--- src/hw/rtl/ulcd_pkg.sv ---
package ulcd_pkg;

  // Line store and length counter sizes
  localparam int unsigned MATCH_CHARS = 12;
  localparam int unsigned LINE_MAX    = 2048;
  localparam int unsigned LEN_W       = 12;
  localparam int unsigned IDX_W       = $clog2(MATCH_CHARS);

  // Queue between collector and decoder
  localparam int unsigned QUEUE_DEPTH = 2;
  localparam int unsigned PTR_W       = (QUEUE_DEPTH > 1) ? $clog2(QUEUE_DEPTH) : 1;
  localparam int unsigned CNT_W       = $clog2(QUEUE_DEPTH + 1);

  localparam logic [7:0] LINE_END   = 8'h0d;
  localparam logic [7:0] CHAR_SPACE = 8'h20;

  // Keyword patterns: string literals, right-aligned, first character in the highest used byte
  localparam int unsigned KW_MAX    = 8;
  localparam int unsigned NUM_WORDS = 8;
  localparam int unsigned KW_LEN_W  = 4;

  typedef logic [8*KW_MAX-1:0] kw_pat_t;

  localparam kw_pat_t KW_HELP  = "help";
  localparam kw_pat_t KW_CLS   = "cls";
  localparam kw_pat_t KW_SEND  = "send";
  localparam kw_pat_t KW_NET   = " net";
  localparam kw_pat_t KW_CAT   = " cat";
  localparam kw_pat_t KW_STATE = "state";

  localparam kw_pat_t STATE_WORDS [NUM_WORDS] = '{
    " init", " idle", " pre", " ready", " servo", " manual", " fault", " down"
  };
  localparam logic [KW_LEN_W-1:0] STATE_LENS [NUM_WORDS] = '{
    4'd5, 4'd5, 4'd4, 4'd6, 4'd6, 4'd7, 4'd6, 4'd5
  };

  typedef enum logic [2:0] {
    CMD_NONE  = 3'd0,
    CMD_HELP  = 3'd1,
    CMD_CLEAR = 3'd2,
    CMD_SEND  = 3'd3,
    CMD_STATE = 3'd4
  } cmd_e;

  localparam logic [3:0] PARAM_NONE = 4'd0;
  localparam logic [3:0] PARAM_HIT  = 4'd1;
  localparam logic [3:0] PARAM_NET  = 4'd1;
  localparam logic [3:0] PARAM_CAT  = 4'd2;

  typedef logic [MATCH_CHARS-1:0][7:0] line_t;

  // One finished line, classified by length
  typedef struct packed {
    line_t chars;
    logic  len_is_3;
    logic  len_is_4;
    logic  len_is_8;
  } line_rec_t;

  typedef struct packed {
    logic full;
    logic empty;
  } q_stat_t;

  // Compare a keyword at a position; letters fold case, a space must be exact,
  // positions past the store never match
  function automatic logic kw_match(input line_t ch, input int unsigned pos,
                                    input kw_pat_t pat, input logic [KW_LEN_W-1:0] len);
    logic        hit;
    logic [7:0]  want;
    logic [7:0]  got;
    int unsigned idx;
    hit = 1'b1;
    for (int unsigned i = 0; i < KW_MAX; i++) begin
      if (i < int'(len)) begin
        idx  = pos + i;
        want = pat[8*(int'(len) - 1 - i) +: 8];
        got  = (idx < MATCH_CHARS) ? ch[IDX_W'(idx)] : 8'h00;
        if (want == CHAR_SPACE) begin
          if (got != CHAR_SPACE) hit = 1'b0;
        end else if ((got | CHAR_SPACE) != want) begin
          hit = 1'b0;
        end
      end
    end
    return hit;
  endfunction

endpackage

--- src/hw/rtl/ulcd_if.sv ---
interface ulcd_in_if;
  logic       valid;
  logic       ready;
  logic [7:0] rx_byte;

  modport source (output valid, output rx_byte, input ready);
  modport sink (input valid, input rx_byte, output ready);
endinterface

interface ulcd_out_if;
  logic       valid;
  logic       ready;
  logic [2:0] cmd_code;
  logic [3:0] param_code;

  modport source (output valid, output cmd_code, output param_code, input ready);
  modport sink (input valid, input cmd_code, input param_code, output ready);
endinterface

--- src/hw/rtl/uart_line_command_decoder_top.sv ---
// UART line command decoder. Takes one received byte per cycle on in_ch and
// collects it into a 12-character line store with a saturating length count;
// a carriage return (0x0d) ends the line and yields exactly one item on
// out_ch with a command code (0 none, 1 help, 2 clear, 3 send, 4 state) and a
// parameter code, other bytes yield nothing. The collector hands each finished
// line to a two-entry queue and the keyword decoder drains it into an output
// register, so out_ch.valid rises once the line is queued, popped and loaded
// there. Throughput is one byte per cycle, including a carriage return on
// every cycle, as long as out_ch takes a result each cycle; when out_ch
// stalls, input is held off only once two finished lines wait in the queue.
module uart_line_command_decoder_top (
  input logic clk,
  input logic rst_n,
  ulcd_in_if.sink    in_ch,
  ulcd_out_if.source out_ch
);
  import ulcd_pkg::*;

  q_stat_t   q_stat;
  line_rec_t push_rec;
  line_rec_t head_rec;
  logic      push;
  logic      pop;

  ulcd_front u_front (
    .clk        (clk),
    .rst_n      (rst_n),
    .in_valid   (in_ch.valid),
    .in_ready   (in_ch.ready),
    .in_rx_byte (in_ch.rx_byte),
    .q_stat     (q_stat),
    .push       (push),
    .push_rec   (push_rec)
  );

  ulcd_queue u_queue (
    .clk      (clk),
    .rst_n    (rst_n),
    .push     (push),
    .push_rec (push_rec),
    .pop      (pop),
    .head_rec (head_rec),
    .q_stat   (q_stat)
  );

  ulcd_back u_back (
    .clk            (clk),
    .rst_n          (rst_n),
    .head_rec       (head_rec),
    .q_stat         (q_stat),
    .pop            (pop),
    .out_valid      (out_ch.valid),
    .out_ready      (out_ch.ready),
    .out_cmd_code   (out_ch.cmd_code),
    .out_param_code (out_ch.param_code)
  );

endmodule

--- src/hw/rtl/ulcd_front.sv ---
module ulcd_front (
  input  logic                clk,
  input  logic                rst_n,
  input  logic                in_valid,
  output logic                in_ready,
  input  logic [7:0]          in_rx_byte,
  input  ulcd_pkg::q_stat_t   q_stat,
  output logic                push,
  output ulcd_pkg::line_rec_t push_rec
);
  import ulcd_pkg::*;

  line_t            chars_r, chars_nxt;
  logic [LEN_W-1:0] len_r, len_nxt;
  logic             accept;
  logic             is_end;

  assign in_ready = !q_stat.full;
  assign accept   = in_valid && in_ready;
  assign is_end   = (in_rx_byte == LINE_END);
  assign push     = accept && is_end;

  // Classify the finished line by length
  always_comb begin
    push_rec.chars    = chars_r;
    push_rec.len_is_3 = (len_r == LEN_W'(3));
    push_rec.len_is_4 = (len_r == LEN_W'(4));
    push_rec.len_is_8 = (len_r == LEN_W'(8));
  end

  // Store the byte, advance the saturating count, clear on line end
  always_comb begin
    chars_nxt = chars_r;
    len_nxt   = len_r;
    if (accept) begin
      if (is_end) begin
        chars_nxt = '0;
        len_nxt   = '0;
      end else begin
        if (len_r < LEN_W'(MATCH_CHARS)) chars_nxt[len_r[IDX_W-1:0]] = in_rx_byte;
        if (len_r < LEN_W'(LINE_MAX)) len_nxt = len_r + LEN_W'(1);
      end
    end
  end

  always_ff @(posedge clk) begin
    if (!rst_n) begin
      chars_r <= '0;
      len_r   <= '0;
    end else begin
      chars_r <= chars_nxt;
      len_r   <= len_nxt;
    end
  end

  a_len_sat: assert property (@(posedge clk) disable iff (!rst_n)
    len_r <= LEN_W'(LINE_MAX))
    else $error("line length above saturation limit");

  a_end_clears: assert property (@(posedge clk) disable iff (!rst_n)
    push |=> (len_r == '0) && (chars_r == '0))
    else $error("line store not cleared after line end");

endmodule

--- src/hw/rtl/ulcd_queue.sv ---
module ulcd_queue (
  input  logic                clk,
  input  logic                rst_n,
  input  logic                push,
  input  ulcd_pkg::line_rec_t push_rec,
  input  logic                pop,
  output ulcd_pkg::line_rec_t head_rec,
  output ulcd_pkg::q_stat_t   q_stat
);
  import ulcd_pkg::*;

  line_rec_t        mem_r [QUEUE_DEPTH];
  logic [PTR_W-1:0] wr_ptr_r, wr_ptr_nxt;
  logic [PTR_W-1:0] rd_ptr_r, rd_ptr_nxt;
  logic [CNT_W-1:0] cnt_r, cnt_nxt;
  logic             do_push;
  logic             do_pop;

  assign q_stat.full  = (cnt_r == CNT_W'(QUEUE_DEPTH));
  assign q_stat.empty = (cnt_r == '0);
  assign do_push      = push && !q_stat.full;
  assign do_pop       = pop && !q_stat.empty;
  assign head_rec     = mem_r[rd_ptr_r];

  // Advance pointers with wrap, track occupancy
  always_comb begin
    wr_ptr_nxt = wr_ptr_r;
    rd_ptr_nxt = rd_ptr_r;
    cnt_nxt    = cnt_r;
    if (do_push) begin
      wr_ptr_nxt = (wr_ptr_r == PTR_W'(QUEUE_DEPTH - 1)) ? '0 : wr_ptr_r + PTR_W'(1);
    end
    if (do_pop) begin
      rd_ptr_nxt = (rd_ptr_r == PTR_W'(QUEUE_DEPTH - 1)) ? '0 : rd_ptr_r + PTR_W'(1);
    end
    if (do_push && !do_pop) cnt_nxt = cnt_r + CNT_W'(1);
    else if (do_pop && !do_push) cnt_nxt = cnt_r - CNT_W'(1);
  end

  always_ff @(posedge clk) begin
    if (do_push) mem_r[wr_ptr_r] <= push_rec;
  end

  always_ff @(posedge clk) begin
    if (!rst_n) begin
      wr_ptr_r <= '0;
      rd_ptr_r <= '0;
      cnt_r    <= '0;
    end else begin
      wr_ptr_r <= wr_ptr_nxt;
      rd_ptr_r <= rd_ptr_nxt;
      cnt_r    <= cnt_nxt;
    end
  end

  a_occupancy: assert property (@(posedge clk) disable iff (!rst_n)
    (cnt_r <= CNT_W'(QUEUE_DEPTH)) &&
    ((cnt_r == '0) || (cnt_r == CNT_W'(QUEUE_DEPTH)) || (wr_ptr_r != rd_ptr_r)))
    else $error("queue occupancy out of step with pointers");

endmodule

--- src/hw/rtl/ulcd_back.sv ---
module ulcd_back (
  input  logic                clk,
  input  logic                rst_n,
  input  ulcd_pkg::line_rec_t head_rec,
  input  ulcd_pkg::q_stat_t   q_stat,
  output logic                pop,
  output logic                out_valid,
  input  logic                out_ready,
  output logic [2:0]          out_cmd_code,
  output logic [3:0]          out_param_code
);
  import ulcd_pkg::*;

  logic       valid_r, valid_nxt;
  logic [2:0] cmd_r;
  logic [3:0] param_r;
  cmd_e       cmd_dec;
  logic [3:0] param_dec;

  assign pop            = !q_stat.empty && (!valid_r || out_ready);
  assign out_valid      = valid_r;
  assign out_cmd_code   = cmd_r;
  assign out_param_code = param_r;

  // Decode the line at the queue head; a later rule overrides an earlier one
  always_comb begin
    cmd_dec   = CMD_NONE;
    param_dec = PARAM_NONE;
    if (head_rec.len_is_4 && kw_match(head_rec.chars, 0, KW_HELP, 4'd4)) begin
      cmd_dec   = CMD_HELP;
      param_dec = PARAM_HIT;
    end
    if (head_rec.len_is_3 && kw_match(head_rec.chars, 0, KW_CLS, 4'd3)) begin
      cmd_dec   = CMD_CLEAR;
      param_dec = PARAM_HIT;
    end
    if (head_rec.len_is_8 && kw_match(head_rec.chars, 0, KW_SEND, 4'd4)) begin
      cmd_dec = CMD_SEND;
      if (kw_match(head_rec.chars, 4, KW_NET, 4'd4)) param_dec = PARAM_NET;
      else if (kw_match(head_rec.chars, 4, KW_CAT, 4'd4)) param_dec = PARAM_CAT;
    end
    if (kw_match(head_rec.chars, 0, KW_STATE, 4'd5)) begin
      cmd_dec = CMD_STATE;
      // Scan from the last word down so the first match wins
      for (int k = NUM_WORDS - 1; k >= 0; k--) begin
        if (kw_match(head_rec.chars, 5, STATE_WORDS[k], STATE_LENS[k])) begin
          param_dec = 4'(k + 1);
        end
      end
    end
  end

  // Hold the result until taken, load the next one on pop
  always_comb begin
    valid_nxt = valid_r;
    if (pop) valid_nxt = 1'b1;
    else if (out_ready) valid_nxt = 1'b0;
  end

  always_ff @(posedge clk) begin
    if (!rst_n) begin
      valid_r <= 1'b0;
    end else begin
      valid_r <= valid_nxt;
    end
  end

  always_ff @(posedge clk) begin
    if (pop) begin
      cmd_r   <= cmd_dec;
      param_r <= param_dec;
    end
  end

  a_param_needs_cmd: assert property (@(posedge clk) disable iff (!rst_n)
    (valid_r && (cmd_r == CMD_NONE)) |-> (param_r == PARAM_NONE))
    else $error("parameter code without command");

  a_pop_loads: assert property (@(posedge clk) disable iff (!rst_n)
    pop |=> valid_r)
    else $error("popped line did not produce a result");

endmodule

--- src/flat_wrapper.sv ---
// flat-port wrapper written by rule: the top's interface ports become plain ports
module uart_line_command_decoder_top_flat import ulcd_pkg::*;
  (clk, rst_n, in_ch_valid, in_ch_rx_byte, in_ch_ready, out_ch_valid, out_ch_cmd_code, out_ch_param_code, out_ch_ready);
  ulcd_in_if in_ch_i ();
  ulcd_out_if out_ch_i ();
  input logic clk;
  input logic rst_n;
  input wire logic [$bits(in_ch_i.valid)-1:0] in_ch_valid;
  input wire logic [$bits(in_ch_i.rx_byte)-1:0] in_ch_rx_byte;
  output wire logic [$bits(in_ch_i.ready)-1:0] in_ch_ready;
  output wire logic [$bits(out_ch_i.valid)-1:0] out_ch_valid;
  output wire logic [$bits(out_ch_i.cmd_code)-1:0] out_ch_cmd_code;
  output wire logic [$bits(out_ch_i.param_code)-1:0] out_ch_param_code;
  input wire logic [$bits(out_ch_i.ready)-1:0] out_ch_ready;
  assign in_ch_i.valid = in_ch_valid;
  assign in_ch_i.rx_byte = in_ch_rx_byte;
  assign in_ch_ready = in_ch_i.ready;
  assign out_ch_valid = out_ch_i.valid;
  assign out_ch_cmd_code = out_ch_i.cmd_code;
  assign out_ch_param_code = out_ch_i.param_code;
  assign out_ch_i.ready = out_ch_ready;
  uart_line_command_decoder_top u_core (.clk(clk), .rst_n(rst_n), .in_ch(in_ch_i), .out_ch(out_ch_i));
endmodule
--- config.mk ---
export PLATFORM = sky130hd
export DESIGN_NAME = uart_line_command_decoder_top_flat
export DESIGN_NICKNAME = d
export VERILOG_FILES = /design/src/hw/rtl/ulcd_pkg.sv /design/src/hw/rtl/ulcd_if.sv /design/src/hw/rtl/uart_line_command_decoder_top.sv /design/src/hw/rtl/ulcd_front.sv /design/src/hw/rtl/ulcd_queue.sv /design/src/hw/rtl/ulcd_back.sv /design/src/flat_wrapper.sv
export SDC_FILE = /design/constraint.sdc
export NUM_CORES = 1
export LEC_CHECK = 0
export BUFFER_PORTS_ARGS = -buffer_cell sky130_fd_sc_hd__buf_2
export CAP_MARGIN = 20
export CELL_PAD_IN_SITES_DETAIL_PLACEMENT = 0
export CELL_PAD_IN_SITES_GLOBAL_PLACEMENT = 1
export CORE_MARGIN = 1
export CORE_UTILIZATION = 52
export DETAILED_ROUTE_END_ITERATION = 10
export GPL_TIMING_DRIVEN = 0
export MAX_ROUTING_LAYER = met4
export PLACE_DENSITY = 0.75
export SKIP_LAST_GASP = 1
export SLEW_MARGIN = 0
export SYNTH_ARGS = -nofsm -noshare
export SYNTH_HDL_FRONTEND = slang
export SYNTH_SLANG_ARGS = --single-unit
--- constraint.sdc ---
create_clock -name clk -period 8.45 [get_ports clk]
set_input_delay 1.69 -clock clk [delete_from_list [all_inputs] [get_ports clk]]
set_output_delay 1.69 -clock clk [all_outputs]
set_load 0.02 [all_outputs]
==> results by group, run 1 <==
Outcome
  • Status: finished with violations
  • Failing checks: DRC

Setup path
  • Worst EP required: 8650 ps
  • CP Class: in -> reg
  • Worst setup EP type: flop
  • Cell mode on critical path: buf_2
  • Startpoint types: input port
  • Crit path from: in_ch_rx_byte[6]
  • Largest stage delay on the critical path: 460 ps
  • CP Cell Sequence: buf_2, nor4_1, nand4_1, or2_2, inv_2, buf_2, and2_4, buf_16
  • Crit-path leading delay family: simple AND/OR/NAND/NOR gates
  • CP max-delay cell: and2_4
  • CP bufs+invs: 4
  • Critical path arrival: 4400 ps
  • Crit Path Max Fanout: 67

Clock tree
  • Total clock buffers created by CTS: 28
  • CTS Sinks: 289
  • Cts hold-fix bufs: 0
  • Post-CTS Setup Inserts: 0
  • Worst-skew pair later-pin latency: 550 ps
  • Max Buffers Root-to-Sink: 3
  • Clock transition at path regs: 60 ps
  • Root buf cell: clkbuf_16
  • Post-CTS Resized: 0
  • CTS tree: done
  • H-tree Lvls: 1

Timing
  • Finish-stage setup viols: 0
  • Setup Skew: 13.7 ps
  • Crit share post-route: 0.498
  • Slew Limit Fails: 0
  • Worst slew pin tran: 1090 ps
  • Final hold violation count: 0
  • Final TNS setup: 0 ps
  • Relative slew slack: 0.270
  • Unrepaired setup endpoints after global routing: no
  • Hold WS: 457 ps
  • Period minus WS final: 4200 ps
  • Max frequency: 238 MHz

Synth
  • Yosys reg bits: 289
  • Sequential cell area fraction in the yosys report: 0.654
  • Most common cell in the netlist: edfxtp_1
  • Ys flop type: edfxtp_1
  • Syn_area_per_cell: 12.7 um2
  • Biggest area consumer among synthesized cells: edfxtp_1
  • Post-synthesis cell type count: 70
  • Synth top area share: 0.475
  • Top cells by count, synth: edfxtp_1, dfxtp_1, nand3_1, nor2b_1, a22oi_1
  • Synth Net Count: 934
  • Post-synth EDFFs: 185
  • Synth warn: 0
  • Cells taking the most area after synthesis: edfxtp_1, dfxtp_1, a22oi_1
  • Post-synth ARST share: 0
  • Post-synthesis instance total: 917
  • Mapped Area: 11700 um2

Detailed routing
  • DRC errors left: 2
  • Avg Vias per Cell: 6.37
  • Post-DRT Antenna Nets: 0
  • Final WL: 32500 um
  • Vias: 8106
  • Drt initial violations: 750
  • TritonRoute pass-1 iters: 8
  • DR WL/cell: 25.5 um

Floorplanning
  • Chip width: 152 um
  • Ports: 21
  • Die height: 152 um
  • Core Region: 22000 um2
  • Initial Utilization: 0.532
  • Die area: 23100 um2
  • # rows: 54

Finish
  • Fraction of layout cells with a size suffix above 1: 0.109
  • NumNets Final: 987
  • Layout area overhead: 12.3%
  • Fill count: 1742
  • Inserted Diodes: 0

Run
  • # Max-Cap Violations: 0

Power and ir drop
  • Static Leak: 4.30 nW
  • Peak supply drop: 0.157 mV
  • Cell Pwr Density: 246 nW/um2

GRT
  • Number of global-route vias before repair: 7919
  • Initial antenna violation count: 0
  • Gr ovfl total: 0
  • Largest net degree at the start of global routing: 68
  • GRT Overall Usage: 0.293
  • First-pass GRT wire length: 48700 um

Hold path
  • HP Start: u_core.u_front.push_rec[79]
  • Hold WC Path Type: reg -> reg

Place
  • DP HPWL: 23400 um
  • Routability Congestion: 0.969
  • PortBufs: 19
[registers in the layout, summed over array words and instances (netlist names), named ones only]
register,flops
u_core.u_back.out_cmd_code,3
u_core.u_back.out_param_code,4
u_core.u_back.out_valid,1
u_core.u_front.len_r,12
u_core.u_front.push_rec,86
u_core.u_queue.cnt_r,2
u_core.u_queue.mem_r,178
u_core.u_queue.rd_ptr_r,1
u_core.u_queue.wr_ptr_r,1
[worst reg2reg max path, stage by stage (launching register included)]
cell and delay, ps:
dfxtp_1 380, buf_2 240, nor4bb_1 900, o22ai_1 370
or4b_2 740, nor3_1 180, nor4_1 80, o2111ai_1 230
[area by class of cell]
class                   count  area [um2]  area share
multi-input cells         565        3780       0.288
repair buffers             23         190      0.0145
flip-flops and latches    289        7640       0.582
plain buffers              54         241      0.0184
inverters                   9        33.8     0.00257
clock inverters            13         104     0.00791
clock buffers              39         785      0.0598
well taps                 280         350      0.0267
[through the flow]
stage	setup slack (ps)	instance area (um2)	cells	power (W)	utilization
floorplan	1430	11700	917	0.00185	-
global placement	-1200	12100	1216	0.00204	0.552
detailed placement	3760	12200	1220	0.00205	0.557
CTS	4310	13100	1272	0.00323	0.598
global route	4170	13100	1272	0.00333	0.598
finish	4250	13100	1272	0.00323	0.598
[path summary, 6_finish.rpt]
kind,cells after the start,slack (ps),endpoint
setup / recovery,8,4250,u_core.u_queue.mem_r[1][12]
hold / removal,0,460,u_core.u_queue.mem_r[0][79]
setup reg to reg,7,5160,u_core.u_back.out_param_code[0]
hold reg to reg,0,460,u_core.u_queue.mem_r[0][79]
[kinds of logic (layout without fill, tap and decap cells)]
kind of cell,after synthesis,in the layout,share of synthesized area
buffers and inverters,63,138,0.0236
adders and majority gates,5,5,0.00535
muxes,6,6,0.00557
AOI/OAI and AO/OA,162,162,0.100
xor gates and xnor gates,12,12,0.00899
and+or+nand+nor,380,380,0.203
DFF,289,289,0.654
[cells in the final DEF (no fill, tap or decap), types with 9 or more instances in the layout]
cell type / netlist / final
nand4_1: 22 / 22
a21boi_0: 35 / 35
nor4_1: 10 / 10
nor4b_1: 10 / 10
buf_2: 13 / 32
nor4bb_1: 10 / 10
nand2b_1: 9 / 9
nor2b_1: 60 / 60
nor2_1: 28 / 27
nand3b_1: 18 / 18
clkbuf_1: 35 / 44
nand2_1: 38 / 38
a21oi_1: 23 / 23
dfxtp_1: 104 / 104
clkbuf_16: 0 / 30
and2_1: 21 / 20
nand3_1: 79 / 79
xor2_1: 11 / 11
and3_1: 11 / 11
a22oi_1: 53 / 53
edfxtp_1: 185 / 185
[report_power, final]
part           leakage, nW  internal [W]  switching (W)  total (W)
Sequential            2.66       0.00153      0.0000284    0.00156
Combinational         1.21      0.000136       0.000328   0.000465
Clock                0.435      0.000682       0.000518    0.00120
Total                 4.30       0.00235       0.000875    0.00323
[routing by layer]
metal  track usage  part of all wire
met1         0.395              0.42
met2         0.451              0.46
met3        0.0536             0.095
met4        0.0948             0.029
met5             -                 0
Note: power is estimated with default switching activity, not from simulation.
==> inputs of run 2 (changes only) <==
--- a/config.mk
+++ b/config.mk
@@ -5,16 +5,17 @@
 export SDC_FILE = /design/constraint.sdc
 export NUM_CORES = 1
 export LEC_CHECK = 0
+export ABC_AREA = 1
 export BUFFER_PORTS_ARGS = -buffer_cell sky130_fd_sc_hd__buf_2
 export CAP_MARGIN = 20
 export CELL_PAD_IN_SITES_DETAIL_PLACEMENT = 0
 export CELL_PAD_IN_SITES_GLOBAL_PLACEMENT = 1
 export CORE_MARGIN = 1
-export CORE_UTILIZATION = 52
+export CORE_UTILIZATION = 44
 export DETAILED_ROUTE_END_ITERATION = 10
 export GPL_TIMING_DRIVEN = 0
 export MAX_ROUTING_LAYER = met4
-export PLACE_DENSITY = 0.75
+export PLACE_DENSITY = 0.71
 export SKIP_LAST_GASP = 1
 export SLEW_MARGIN = 0
 export SYNTH_ARGS = -nofsm -noshare
==> constraint.sdc (replaced) <==
create_clock -name clk -period 3.4 [get_ports clk]
set_input_delay 0.68 -clock clk [delete_from_list [all_inputs] [get_ports clk]]
set_output_delay 0.68 -clock clk [all_outputs]
set_load 0.02 [all_outputs]
==> run 2 against run 1 <==
The run now ends clean. Global-route usage decreased by 4.9 points. Wire length decreased by 4.5%. Final cell count increased by 27%. Highest routed layer unchanged.
==> results by group, run 2 <==
Power and ir drop
  • Reg power frac: 0.434
  • Clock share of power: 0.367
  • Switching Power: 0.00267 W
  • Internal power: 0.00620 W
  • Combinational group share of total power: 0.199
  • Final Power: 0.00887 W
  • Switching share of power: 0.301
  • Cell Pwr Density: 664 nW/um2
  • Static Leak: 4.96 nW
  • Peak supply drop: 0.530 mV

Clock tree
  • CTS tree: done
  • Post-CTS Resized: 0
  • Post-CTS Setup Inserts: 0
  • Cts hold-fix bufs: 0
  • Worst-skew pair later-pin latency: 550 ps
  • Total clock buffers created by CTS: 30
  • Clock transition at path regs: 50 ps
  • H-tree Lvls: 1
  • Max Buffers Root-to-Sink: 3
  • CTS Sinks: 289
  • Root buf cell: clkbuf_16

Outcome
  • Status: completed

Timing
  • Slew Limit Fails: 0
  • Setup Skew: 19.6 ps
  • Period minus WS final: 3100 ps
  • Final hold violation count: 0
  • Crit share post-route: 0.912
  • Unrepaired setup endpoints after global routing: no
  • Worst slew pin tran: 1070 ps
  • Relative slew slack: 0.288
  • Finish-stage setup viols: 0
  • Max frequency: 323 MHz
  • Hold WS: 431 ps

Synth
  • Biggest area consumer among synthesized cells: edfxtp_1
  • Synth warn: 0
  • Most common cell in the netlist: nand2_1
  • Synth Net Count: 1219
  • Cells taking the most area after synthesis: edfxtp_1, dfxtp_1, nand2_1
  • Post-synthesis instance total: 1202
  • Ys flop type: edfxtp_1
  • Synth top area share: 0.476
  • Mapped Area: 11700 um2
  • Post-synth EDFFs: 185
  • Top cells by count, synth: nand2_1, edfxtp_1, a21oi_1, nor2_1, dfxtp_1
  • Post-synth ARST share: 0
  • Post-synthesis cell type count: 31
  • Syn_area_per_cell: 9.72 um2
  • Sequential cell area fraction in the yosys report: 0.654
  • Yosys reg bits: 289

Floorplanning
  • Die area: 27200 um2
  • Die height: 165 um
  • Chip width: 165 um
  • # rows: 59
  • Initial Utilization: 0.448
  • Core Region: 26100 um2
  • Ports: 21

GRT
  • GRT Overall Usage: 0.244
  • Gr ovfl total: 0
  • First-pass GRT wire length: 46500 um
  • Number of global-route vias before repair: 7611
  • Initial antenna violation count: 0
  • Largest net degree at the start of global routing: 31

Finish
  • Reg with most FFs: u_core.u_queue.mem_r
  • Max FFs per register: 178
  • NumNets Final: 1278
  • Final core occ: 0.512
  • Fraction of layout cells with a size suffix above 1: 0.0903
  • Inserted Diodes: 0
  • Most common cell after layout, fill and taps aside: nand2_1
  • Most frequent cells in the layout: nand2_1, edfxtp_1, a21oi_1
  • Layout area overhead: 14.3%

Detailed routing
  • Final WL: 31000 um
  • Vias: 8264
  • Drt initial violations: 531
  • DR WL/cell: 19.2 um
  • Avg Vias per Cell: 5.10
  • Post-DRT Antenna Nets: 0
  • TritonRoute pass-1 iters: 5
  • DRC errors left: 0

Hold path
  • Worst hold path stage count: 3
  • Hold WC Path Type: in -> reg

Setup path
  • Worst EP required: 3830 ps
  • Largest stage delay on the critical path: 710 ps
  • Critical path arrival: 3530 ps
  • R2R setup slack: 470 ps
  • CP max-delay cell: clkbuf_1
  • CP Class: in -> reg
  • Cell depth of the worst flop-to-flop path: 16
  • Startpoint types: input port
  • CP Cell Sequence: buf_2, nor2_1, nand3_1, nor4_4, nand2_1, inv_1, clkbuf_1, ha_1, a21oi_1, o21ai_0, o21ai_0, a21oi_1
  • Crit Path Max Fanout: 10
  • Worst setup EP type: flop

Place
  • Routability Congestion: 0.849
  • PortBufs: 20
  • DP HPWL: 21600 um

Run
  • # Max-Cap Violations: 0
[run 2: cell types whose count changed after synthesis, moves of 21 or more]
cell      change
o21ai_0      +32
nand3_1      -42
a21oi_1      +87
nor2_1       +78
and2_1       -21
clkbuf_1     -21
a21boi_0     -35
a22oi_1      -53
nor2b_1      -60
nand2_1     +352
nor3_1       +21
inv_1        +89
[run 2: power by group through the flow]
stage / combinational (W) / sequential [W] / clock, W
after CTS: 0.00179 / 0.00385 / 0.00330
after detailed placement: 0.00178 / 0.00393 / 0
after global routing: 0.00194 / 0.00386 / 0.00345
after floorplan: 0.00101 / 0.00397 / 0
final: 0.00176 / 0.00385 / 0.00326
after global placement: 0.00175 / 0.00393 / 0
[run 2: cell type report]
class	instances	area, um2
timing repair buffer	27	243
multi-input combinational	780	3490
clock inverter	18	199
sequential	289	7640
fill	2402	12700
inverter	100	378
buffer	33	194
tap	335	419
clock buffer	38	791
[run 2: path summary, 6_finish.rpt]
check	from	end
max	in_ch_rx_byte[5]	u_core.u_queue.cnt_r[1]
max reg2reg	flop	u_core.u_back.out_param_code[0]
min reg2reg	u_core.u_front.push_rec[5]	u_core.u_queue.mem_r[0][5]
min	in_ch_rx_byte[7]	u_core.u_front.push_rec[10]
[run 2: kinds of logic after synthesis]
group | Yosys count | synth area share
AND/OR/NAND/NOR | 616 | 0.224
flip-flops | 289 | 0.654
AO/OA/AOI/OAI | 159 | 0.0681
buffers and inverters | 133 | 0.0490
adder cells (fa/ha/maj) | 5 | 0.00536
[run 2: through the flow]
stage	TNS [ps]	instances	instance area (um2)	setup WS (ps)
2_1_floorplan	-118470	1202	11700	-666
6_report	0	1620	13400	300
5_1_grt	0	1620	13400	182
4_1_cts	0	1620	13400	341
3_3_place_gp	-462840	1557	12200	-2630
3_5_place_dp	-222	1564	12400	-222
[run 2: critical path: cells and delay by family]
| family | cells | cell delay (ps) |
|---|---|---|
| buffers and inverters | 3 | 1160 |
| AND/OR/NAND/NOR | 4 | 830 |
| adder cells (fa/ha/maj) | 1 | 390 |
| AO/OA/AOI/OAI | 4 | 440 |
[run 2: metal layers]
| layer | GRT usage | routed length (um) |
|---|---|---|
| met4 | 0.0550 | 527 |
| met5 | - | 0 |
| met2 | 0.386 | 14700 |
| met1 | 0.336 | 14200 |
| met3 | 0.0301 | 1630 |
